### config.mk
export PLATFORM = sky130hd
export DESIGN_NAME = integer_set_table_flat
export DESIGN_NICKNAME = d
export VERILOG_FILES = /design/src/hw/rtl/ist_pkg.sv /design/src/hw/rtl/ist_if.sv /design/src/hw/rtl/ist_cell.sv /design/src/hw/rtl/ist_ctrl.sv /design/src/hw/rtl/integer_set_table.sv /design/src/flat_wrapper.sv
export SDC_FILE = /design/constraint.sdc
export NUM_CORES = 2
export LEC_CHECK = 0
export BUFFER_PORTS_ARGS = -buffer_cell sky130_fd_sc_hd__buf_4
export CAP_MARGIN = 20
export CORE_UTILIZATION = 60
export CTS_BUF_LIST = sky130_fd_sc_hd__clkbuf_2
export DETAILED_ROUTE_END_ITERATION = 8
export PLACE_DENSITY = 0.89
export SYNTH_ARGS = -nofsm -noshare
export SYNTH_HDL_FRONTEND = slang
export SYNTH_SLANG_ARGS = --single-unit
### constraint.sdc
create_clock -name clk -period 3.2 [get_ports clk]
set_input_delay 0.16 -clock clk [delete_from_list [all_inputs] [get_ports clk]]
set_output_delay 0.16 -clock clk [all_outputs]
set_load 0.03 [all_outputs]
### src/hw/rtl/ist_pkg.sv
`timescale 1ns / 1ps
// ---------------------------------------------------------------------------
// ist_pkg
// Shared constants, codes and types of the integer set table.
// ---------------------------------------------------------------------------
package ist_pkg;

  // table geometry
  localparam int CAPACITY      = 16;
  localparam int INITIAL_SLOTS = 10;
  localparam int USED_W        = $clog2(CAPACITY + 1);

  // field widths
  localparam int OPCODE_W = 2;
  localparam int VALUE_W  = 32;
  localparam int STATUS_W = 2;
  localparam int COUNT_W  = 5;

  typedef logic [OPCODE_W-1:0]       opcode_t;
  typedef logic signed [VALUE_W-1:0] value_t;
  typedef logic [STATUS_W-1:0]       status_t;
  typedef logic [COUNT_W-1:0]        count_t;
  typedef logic [USED_W-1:0]         used_t;

  // operation codes (the unused code behaves as a lookup)
  localparam opcode_t OP_LOOKUP = 2'd0;
  localparam opcode_t OP_INSERT = 2'd1;
  localparam opcode_t OP_REMOVE = 2'd2;

  // result status codes
  localparam status_t ST_DONE     = 2'd0;
  localparam status_t ST_NOCHANGE = 2'd1;
  localparam status_t ST_FULL     = 2'd2;

  // command broadcast to every cell
  typedef struct packed {
    logic   shift_en;  // drop the first matching entry, pull the rest down
    logic   ins_en;    // write key into the first zero slot
    value_t key;
  } cell_cmd_t;

  // summary of the cell row back to the controller
  typedef struct packed {
    logic any_match;  // key is held by a slot in use
    logic any_zero;   // some slot holds zero
    logic claim_new;  // the claimed zero slot was not in use yet
  } cell_sum_t;

endpackage

### src/hw/rtl/ist_if.sv
`timescale 1ns / 1ps
// ---------------------------------------------------------------------------
// ist channel interfaces
// Valid/ready channels for operations in and results out.
// ---------------------------------------------------------------------------
interface ist_in_if;
  import ist_pkg::*;

  logic    valid;
  logic    ready;
  opcode_t opcode;
  value_t  value;

  modport source (output valid, output opcode, output value, input ready);
  modport sink   (input valid, input opcode, input value, output ready);
endinterface

interface ist_out_if;
  import ist_pkg::*;

  logic    valid;
  logic    ready;
  logic    member;
  status_t status;
  count_t  count;

  modport source (output valid, output member, output status, output count, input ready);
  modport sink   (input valid, input member, input status, input count, output ready);
endinterface

### src/hw/rtl/ist_cell.sv
`timescale 1ns / 1ps
// ---------------------------------------------------------------------------
// ist_cell
// One slot of the table: value, in-use flag, compare and neighbor shift.
// ---------------------------------------------------------------------------
module ist_cell (
  input  logic               clk,
  input  logic               rst_n,
  input  logic               rst_inuse,
  input  ist_pkg::cell_cmd_t cmd,
  input  logic               kill_in,
  input  logic               zero_in,
  input  ist_pkg::value_t    nb_value,
  input  logic               nb_inuse,
  output logic               kill_out,
  output logic               zero_out,
  output ist_pkg::value_t    value_out,
  output logic               inuse_out,
  output logic               claim_new
);
  import ist_pkg::*;

  value_t value_r, value_nxt;
  logic   inuse_r, inuse_nxt;
  logic   match;
  logic   is_zero;
  logic   claim;

  // compare against the key and extend the chains to the right
  assign match    = inuse_r && (value_r == cmd.key);
  assign is_zero  = (value_r == '0);
  assign kill_out = kill_in | match;
  assign zero_out = zero_in | is_zero;
  assign claim    = is_zero && !zero_in;
  assign claim_new = claim && !inuse_r;

  assign value_out = value_r;
  assign inuse_out = inuse_r;

  // pull from the upper neighbor at and above the first match, or take the key
  always_comb begin
    value_nxt = value_r;
    inuse_nxt = inuse_r;
    if (cmd.shift_en && kill_out) begin
      value_nxt = nb_value;
      inuse_nxt = nb_inuse;
    end else if (cmd.ins_en && claim) begin
      value_nxt = cmd.key;
      inuse_nxt = 1'b1;
    end
  end

  always_ff @(posedge clk) begin
    if (!rst_n) begin
      value_r <= '0;
      inuse_r <= rst_inuse;
    end else begin
      value_r <= value_nxt;
      inuse_r <= inuse_nxt;
    end
  end

endmodule

### src/hw/rtl/ist_ctrl.sv
`timescale 1ns / 1ps
// ---------------------------------------------------------------------------
// ist_ctrl
// Sequencer: takes operations, drives the cell row, keeps the slot count.
// ---------------------------------------------------------------------------
module ist_ctrl (
  input  logic               clk,
  input  logic               rst_n,
  ist_in_if.sink             in_ch,
  ist_out_if.source          out_ch,
  input  ist_pkg::cell_sum_t sum,
  output ist_pkg::cell_cmd_t cmd
);
  import ist_pkg::*;

  localparam logic S_IDLE = 1'b0;
  localparam logic S_EXEC = 1'b1;

  logic    state_r, state_nxt;
  logic    first_r, first_nxt;
  opcode_t op_r;
  value_t  key_r;
  used_t   used_r, used_nxt;

  logic    out_valid_r, out_valid_nxt;
  logic    out_member_r;
  status_t out_status_r;
  count_t  out_count_r;

  logic    out_free;
  logic    finish;
  logic    member;
  status_t status;
  logic    in_acc;

  assign in_ch.ready = (state_r == S_IDLE);
  assign in_acc      = in_ch.valid && in_ch.ready;
  assign out_free    = !out_valid_r || out_ch.ready;

  // member holds before the first removal step only; after it the key was present
  assign member = sum.any_match || !first_r;

  // per-operation sequencing
  always_comb begin
    state_nxt    = state_r;
    first_nxt    = first_r;
    used_nxt     = used_r;
    finish       = 1'b0;
    status       = ST_DONE;
    cmd.shift_en = 1'b0;
    cmd.ins_en   = 1'b0;
    cmd.key      = key_r;
    unique case (state_r)
      S_IDLE: begin
        if (in_acc) begin
          state_nxt = S_EXEC;
          first_nxt = 1'b1;
        end
      end
      S_EXEC: begin
        if (op_r == OP_REMOVE && sum.any_match) begin
          // drop one matching entry per cycle
          cmd.shift_en = 1'b1;
          first_nxt    = 1'b0;
          used_nxt     = used_r - used_t'(1);
        end else begin
          finish = out_free;
          priority if (op_r == OP_INSERT) begin
            if (sum.any_match) begin
              status = ST_NOCHANGE;
            end else if (sum.any_zero) begin
              status     = ST_DONE;
              cmd.ins_en = out_free;
              if (out_free && sum.claim_new) begin
                used_nxt = used_r + used_t'(1);
              end
            end else begin
              status = ST_FULL;
            end
          end else if (op_r == OP_REMOVE) begin
            status = first_r ? ST_NOCHANGE : ST_DONE;
          end else begin
            status = ST_DONE;
          end
          if (finish) begin
            state_nxt = S_IDLE;
          end
        end
      end
      default: state_nxt = S_IDLE;
    endcase
  end

  // result register
  always_comb begin
    out_valid_nxt = out_valid_r;
    if (out_ch.ready) begin
      out_valid_nxt = 1'b0;
    end
    if (finish) begin
      out_valid_nxt = 1'b1;
    end
  end

  always_ff @(posedge clk) begin
    if (!rst_n) begin
      state_r     <= S_IDLE;
      first_r     <= 1'b1;
      used_r      <= used_t'((INITIAL_SLOTS > CAPACITY) ? CAPACITY : INITIAL_SLOTS);
      out_valid_r <= 1'b0;
    end else begin
      state_r     <= state_nxt;
      first_r     <= first_nxt;
      used_r      <= used_nxt;
      out_valid_r <= out_valid_nxt;
    end
  end

  // payload registers
  always_ff @(posedge clk) begin
    if (in_acc) begin
      op_r  <= in_ch.opcode;
      key_r <= in_ch.value;
    end
    if (finish) begin
      out_member_r <= member;
      out_status_r <= status;
      out_count_r  <= count_t'(used_nxt);
    end
  end

  assign out_ch.valid  = out_valid_r;
  assign out_ch.member = out_member_r;
  assign out_ch.status = out_status_r;
  assign out_ch.count  = out_count_r;

endmodule

### src/hw/rtl/integer_set_table.sv
`timescale 1ns / 1ps
// ---------------------------------------------------------------------------
// integer_set_table
// Bounded set of signed 32-bit values held in a row of slot cells.
// ---------------------------------------------------------------------------
// Usage:
//   in_ch carries one operation per transaction: opcode (lookup, insert,
//   remove; the spare code acts as a lookup) and a signed value. out_ch
//   returns one result per operation: membership before the operation, a
//   status (done, no change, full) and the number of slots in use after it.
//   Each result is registered in the output register. A remove drops every
//   equal entry it finds before it completes, since the slot row pulls
//   down by one position per cycle. One operation runs at a time;
//   in_ch.ready is high whenever no operation is in flight.
//   Reset (rst_n low, synchronous) leaves ten slots in use, all holding zero.
//   The result sits in an output register; while it waits on out_ch.ready
//   the next operation is taken and runs, and it completes as soon as the
//   output register is free.
// ---------------------------------------------------------------------------
module integer_set_table (
  input  logic       clk,
  input  logic       rst_n,
  ist_in_if.sink     in_ch,
  ist_out_if.source  out_ch
);
  import ist_pkg::*;

  cell_cmd_t            cmd;
  cell_sum_t            sum;
  logic [CAPACITY:0]    kill;
  logic [CAPACITY:0]    zero;
  value_t               vals [CAPACITY+1];
  logic [CAPACITY:0]    inuse;
  logic [CAPACITY-1:0]  claim_new;

  // chain ends: nothing seen on the left, empty slot beyond the top
  assign kill[0]        = 1'b0;
  assign zero[0]        = 1'b0;
  assign vals[CAPACITY] = '0;
  assign inuse[CAPACITY] = 1'b0;

  ist_ctrl u_ctrl (
    .clk    (clk),
    .rst_n  (rst_n),
    .in_ch  (in_ch),
    .out_ch (out_ch),
    .sum    (sum),
    .cmd    (cmd)
  );

  // slot row
  for (genvar i = 0; i < CAPACITY; i++) begin : g_cell
    ist_cell u_cell (
      .clk       (clk),
      .rst_n     (rst_n),
      .rst_inuse (i < INITIAL_SLOTS),
      .cmd       (cmd),
      .kill_in   (kill[i]),
      .zero_in   (zero[i]),
      .nb_value  (vals[i+1]),
      .nb_inuse  (inuse[i+1]),
      .kill_out  (kill[i+1]),
      .zero_out  (zero[i+1]),
      .value_out (vals[i]),
      .inuse_out (inuse[i]),
      .claim_new (claim_new[i])
    );
  end

  // row summary for the sequencer
  assign sum.any_match = kill[CAPACITY];
  assign sum.any_zero  = zero[CAPACITY];
  assign sum.claim_new = |claim_new;

endmodule

### src/flat_wrapper.sv
// flat-port wrapper written by rule: the top's interface ports become plain ports
module integer_set_table_flat import ist_pkg::*;
  (clk, rst_n, in_ch_valid, in_ch_opcode, in_ch_value, in_ch_ready, out_ch_valid, out_ch_member, out_ch_status, out_ch_count, out_ch_ready);
  ist_in_if in_ch_i ();
  ist_out_if out_ch_i ();
  input  logic clk;
  input  logic rst_n;
  input wire logic [$bits(in_ch_i.valid)-1:0] in_ch_valid;
  input wire logic [$bits(in_ch_i.opcode)-1:0] in_ch_opcode;
  input wire logic [$bits(in_ch_i.value)-1:0] in_ch_value;
  output wire logic [$bits(in_ch_i.ready)-1:0] in_ch_ready;
  output wire logic [$bits(out_ch_i.valid)-1:0] out_ch_valid;
  output wire logic [$bits(out_ch_i.member)-1:0] out_ch_member;
  output wire logic [$bits(out_ch_i.status)-1:0] out_ch_status;
  output wire logic [$bits(out_ch_i.count)-1:0] out_ch_count;
  input wire logic [$bits(out_ch_i.ready)-1:0] out_ch_ready;
  assign in_ch_i.valid = in_ch_valid;
  assign in_ch_i.opcode = in_ch_opcode;
  assign in_ch_i.value = in_ch_value;
  assign in_ch_ready = in_ch_i.ready;
  assign out_ch_valid = out_ch_i.valid;
  assign out_ch_member = out_ch_i.member;
  assign out_ch_status = out_ch_i.status;
  assign out_ch_count = out_ch_i.count;
  assign out_ch_i.ready = out_ch_ready;
  integer_set_table u_core (.clk(clk), .rst_n(rst_n), .in_ch(in_ch_i), .out_ch(out_ch_i));
endmodule
==> run_results.csv, run 1 <==
group,metric,value,unit
logic_synthesis,syn_area_per_cell,8.89,um2
placed_design,dp_hpwl,96.2,mm
placed_design,place_congestion,1.23,
logic_synthesis,synth-seq-cells,578,
die,die_x,237,um
global_routing,grt_pass1_wl,374,mm
clock_network,cts_num_sinks,578,
die,initial_core_util,0.612,
logic_synthesis,yosysWarningCount,0,
run_status,lastStage,"global routing (5_1_grt)",
logic_synthesis,synth_cells,3744,
logic_synthesis,syn_nets,3784,
clock_network,cts_root_buf,"clkbuf_2",
logic_synthesis,synth_edf_count,42,
global_routing,grt_max_degree,153,
global_routing,grt_pass1_vias,49500,
die,row_count,85,
die,ios,48,
clock_network,cts_made_buffers,151,
die,die_h,237,um
run_status,stop_error,"[ERROR GRT-0116] Global routing finished with congestion. Check the congestion regions in the DRC Viewer.",
logic_synthesis,synth_area,33300,um2
placed_design,placed_cells,4705,
logic_synthesis,async_flop_share,0,
run_status,status,"stopped before the end",
global_routing,grtUsageTotal,0.897,
clock_network,clock_path_buffers,3,
logic_synthesis,yosysSeqAreaShare,0.360,
clock_network,htree_levels,4,
global_routing,grt_overflow,1114,
logic_synthesis,synth_ff_type,"dfxtp_1",
placed_design,port_buffers,47,
logic_synthesis,yosys.cell_types.count,82,
-- layer usage --
layer / overflow / global-route usage
met5: 13 / 0.715
met4: 350 / 0.905
met3: 109 / 0.857
met2: 530 / 0.968
met1: 112 / 0.875
-- through the flow --
step                      hold slack [ns]  worst slack (ns)  TNS, ns   util  area [um2]
after floorplan                     0.259            0.0965        0      -       33300
after global placement              0.338            -0.347   -96.23  0.698       37900
after detailed placement            0.339            -0.559  -185.13  0.698       37900
after CTS                         0.00816            -0.269   -72.15  0.794       43100
-- repair_timing --
action | 4_1_cts
pin swaps | 68
endpoints found under the setup margin | 552
gates cloned | 29
setup buffers | 70
endpoints found under the hold margin | 569
resized for setup | 247
hold buffers | 103
-- cell usage after synthesis (6+ instances only) --
library cell / n / area [um2]
a211oi_1: 276 / 2070
a211oi_2: 17 / 213
a21oi_1: 69 / 345
a22o_1: 32 / 280
a31oi_1: 37 / 231
and2_1: 6 / 37.5
and3_1: 13 / 81.3
and4_1: 7 / 61.3
buf_2: 98 / 490
buf_4: 37 / 278
buf_6: 25 / 282
clkbuf_1: 161 / 604
dfxtp_1: 536 / 10700
edfxtp_1: 42 / 1260
inv_1: 180 / 676
mux2_2: 91 / 1020
mux2i_1: 105 / 1050
nand2_1: 107 / 402
nand2b_1: 16 / 100
nand3_1: 37 / 185
nand4_1: 101 / 632
nand4b_1: 22 / 193
nor2_1: 318 / 1190
nor2b_1: 13 / 81.3
nor3_1: 101 / 505
nor4_1: 275 / 1720
nor4b_1: 10 / 87.6
o21a_1: 90 / 676
o21ai_0: 180 / 901
o221a_2: 98 / 1100
or2_2: 6 / 37.5
or3_1: 7 / 43.8
or4_1: 21 / 158
xnor2_1: 175 / 1530
xor2_1: 341 / 2990
-- logic make-up after synthesis --
group / count (synthesis) / synth area share
and+or+nand+nor: 1093 / 0.178
AOI/OAI and AO/OA: 851 / 0.191
DFF: 578 / 0.360
xor gates and xnor gates: 518 / 0.137
buffers and inverters: 506 / 0.0706
muxes: 196 / 0.0624
adders and majority gates: 2 / 0.000752
==> inputs of run 2 (changes only) <==
--- a/config.mk
+++ b/config.mk
@@ -7,10 +7,9 @@
 export LEC_CHECK = 0
 export BUFFER_PORTS_ARGS = -buffer_cell sky130_fd_sc_hd__buf_4
 export CAP_MARGIN = 20
-export CORE_UTILIZATION = 60
-export CTS_BUF_LIST = sky130_fd_sc_hd__clkbuf_2
+export CORE_UTILIZATION = 40
 export DETAILED_ROUTE_END_ITERATION = 8
-export PLACE_DENSITY = 0.89
+export PLACE_DENSITY_LB_ADDON = 0.15
 export SYNTH_ARGS = -nofsm -noshare
 export SYNTH_HDL_FRONTEND = slang
 export SYNTH_SLANG_ARGS = --single-unit
==> constraint.sdc (replaced) <==
create_clock -name clk -period 4.2 [get_ports clk]
set_input_delay 0.21 -clock clk [delete_from_list [all_inputs] [get_ports clk]]
set_output_delay 0.21 -clock clk [all_outputs]
set_load 0.03 [all_outputs]
==> run_results.csv, run 2 <==
group,metric,value,unit
run_status,status,"complete, no violations",
setup_path,cp_max_fo,23,
die,ios,48,
setup_path,cpPeakStageDelay,0.58,ns
global_routing,grt_overflow,0,
logic_synthesis,yosysSeqAreaShare,0.360,
setup_path,worstRegToRegCells,11,
global_routing,grtUsageTotal,0.329,
setup_path,critPathSlowestCell,"o2111a_1",
pwr,ir_drop,257,uV
die,die_x,290,um
cells_and_area,area_growth,14.4,%
logic_synthesis,yosys.cell_types.count,82,
cells_and_area,nNetsFinal,3786,
worst_hold_path,hold_path_depth,3,
logic_synthesis,syn_nets,3784,
placed_design,dp_hpwl,97.6,mm
die,fp.dieArea,84300,um2
logic_synthesis,synth_ff_type,"dfxtp_1",
cells_and_area,final_common_cell,"dfxtp_1",
timing,rsz0062_at_grt,"false",
timing,fin_crit,3.98,ns
detailed_routing,avgViaCountPerCell,6.33,
global_routing,grt_pass1_wl,208,mm
setup_path,worstPathArrival,4.50,ns
clock_network,cts_root_buf,"clkbuf_16",
clock_network,clock_path_buffers,3,
timing,hold_viol_final,0,
timing,min_period_over_period,0.948,
placed_design,place_congestion,0.983,
timing,finalClockSkew,0.0237,ns
timing,finalSetupViolCount,0,
clock_network,post_cts_resized,0,
logic_synthesis,synthTopCellsByArea,"dfxtp_1 32%, xor2_1 9.0%, a211oi_1 6.2%",
timing,max_slew_margin,0.274,
timing,fmax,0.251,GHz
setup_path,critical-path-top-delay-family,"compound AO/OA/AOI/OAI gates",
clock_network,cts_tree,"done",
global_routing,grt_antenna_before_repair,0,
timing,fin_tns_setup,0,ns
clock_network,htree_levels,3,
global_routing,grt_pass1_vias,29300,
cells_and_area,drive_gt1_frac,0.155,
logic_synthesis,async_flop_share,0,
setup_path,required,4.72,ns
clock_network,clock_latency,0.63,ns
placed_design,port_buffers,47,
die,die_h,290,um
cells_and_area,largest_register_ffs,512,
setup_path,cp.depth,11,
pwr,power_leakage,14.6,nW
detailed_routing,routedWlPerCell,29.3,um
worst_hold_path,hp-class,"in -> reg",
logic_synthesis,yosysMostFrequentCell,"dfxtp_1",
detailed_routing,firstDrtPassIters,6,
clock_network,cts_made_buffers,71,
logic_synthesis,synth-seq-cells,578,
clock_network,cts_num_sinks,578,
timing,tightest_slew,1.08,ns
detailed_routing,vias,30800,
detailed_routing,drt_iter0_markers,3562,
setup_path,end_kind,"register",
global_routing,grt_max_degree,165,
logic_synthesis,syn_area_per_cell,8.89,um2
logic_synthesis,synth.top_cell.area_share,0.323,
logic_synthesis,synth_top_cells_by_count,"536 x dfxtp_1, 341 x xor2_1, 318 x nor2_1",
detailed_routing,drc,0,
logic_synthesis,yosysWarningCount,0,
logic_synthesis,synth_top_cell_by_area,"dfxtp_1",
detailed_routing,ant_nets,0,
pwr,power_density,373,nW/um2
logic_synthesis,synth_cells,3744,
die,coreArea,82200,um2
setup_path,crit_type,"reg -> reg",
timing,final_max_slew_viol_count,0,
setup_path,path_common_cell,"and3_1",
logic_synthesis,synth_area,33300,um2
clock_network,clkTransAtPathRegs,0.06,ns
setup_path,path_buf_inv,2,
logic_synthesis,synth_edf_count,42,
setup_path,cp_cell_sequence,"buf_12, buf_4, xor2_1, nor3_1, and3_1, and3_1, a2111oi_4, o2111a_1, o211ai_1, o22ai_1, mux2_2",
die,row_count,105,
detailed_routing,postRouteWirelength,143,mm
setup_path,start_kind,"register",
pwr,power,14.2,mW
cells_and_area,final_cell_mix,"536 x dfxtp_1, 341 x xor2_1, 317 x nor2_1",
flow_run,drv_cap,0,
die,initial_core_util,0.405,
run 2: worst register-to-register path: cells and delay by family, from the launching register on:
kind            cells  cell delay, ns
compound gates      4            1.75
xor+xnor            1            0.33
buf+inv             2            0.58
flops               1            0.37
mux                 1            0.37
simple gates        3            0.47
run 2: final cells by class:
cell class	instances	area (um2)
clock inverters	24	262
repair buffers	253	2640
flip-flops and latches	578	12000
diodes	1	2.50
well taps	1070	1340
clock buffers	101	2130
multi-input cells	2660	19000
fillers	8107	44200
inverters	182	691
run 2: cell families after synthesis:
group / share of synthesized area
and+or+nand+nor: 0.178
AOI/OAI and AO/OA: 0.191
DFF: 0.360
xor gates and xnor gates: 0.137
buffers and inverters: 0.0706
muxes: 0.0624
adders and majority gates: 0.000752
run 2: metal layers:
layer	GRT usage	share of wire	vias to the layer above
met5	0	0	-
li1	-	-	13800
met2	0.475	0.41	1627
met1	0.487	0.46	15100
met4	0.115	0.034	0
met3	0.0575	0.094	281
run 2: worst paths after layout:
| path | from | endpoint | slack (ns) |
|---|---|---|---|
| max | u_core.u_ctrl.key_r[25]$_DFFE_PP_ | u_core.u_ctrl.used_r[3]$_SDFF_PN1_ | 0.22 |
| min | out_ch_ready | u_core.u_ctrl.out_ch.valid$_SDFFE_PN0P_ | 0.1 |
| max reg2reg | u_core.u_ctrl.key_r[25]$_DFFE_PP_ | u_core.u_ctrl.used_r[3]$_SDFF_PN1_ | 0.22 |
| min reg2reg | u_core.u_ctrl.used_r[4]$_SDFF_PN0_ | u_core.u_ctrl.used_r[4]$_SDFF_PN0_ | 0.49 |
run 2: what timing repair did:
| action | CTS | global route |
|---|---|---|
| buffers inserted | 0 | 0 |
| hold buffers | 35 | 0 |
| endpoints found under the setup margin | 0 | 0 |
| endpoints found under the hold margin | 35 | 0 |
run 2: metrics by stage:
step	util	instances	cell area [um2]	setup WS, ns	hold WS [ns]
global route	0.463	4868	38100	0.0943	0.0664
finish	0.463	4869	38100	0.217	0.0962
detailed placement	0.429	4708	35300	0.303	0.389
CTS	0.463	4868	38100	0.259	0.0397
global placement	0.429	4708	35300	0.302	0.389
floorplan	-	3744	33300	1.10	0.309
run 2: power breakdown:
group,switching (mW),total [mW],internal (mW),leakage [nW]
logic,1.26,1.94,0.678,8.66
registers,0.157,5.81,5.66,4.71
clock network,2.62,6.46,3.84,1.19
No activity file was read; power rests on OpenSTA's default activity.
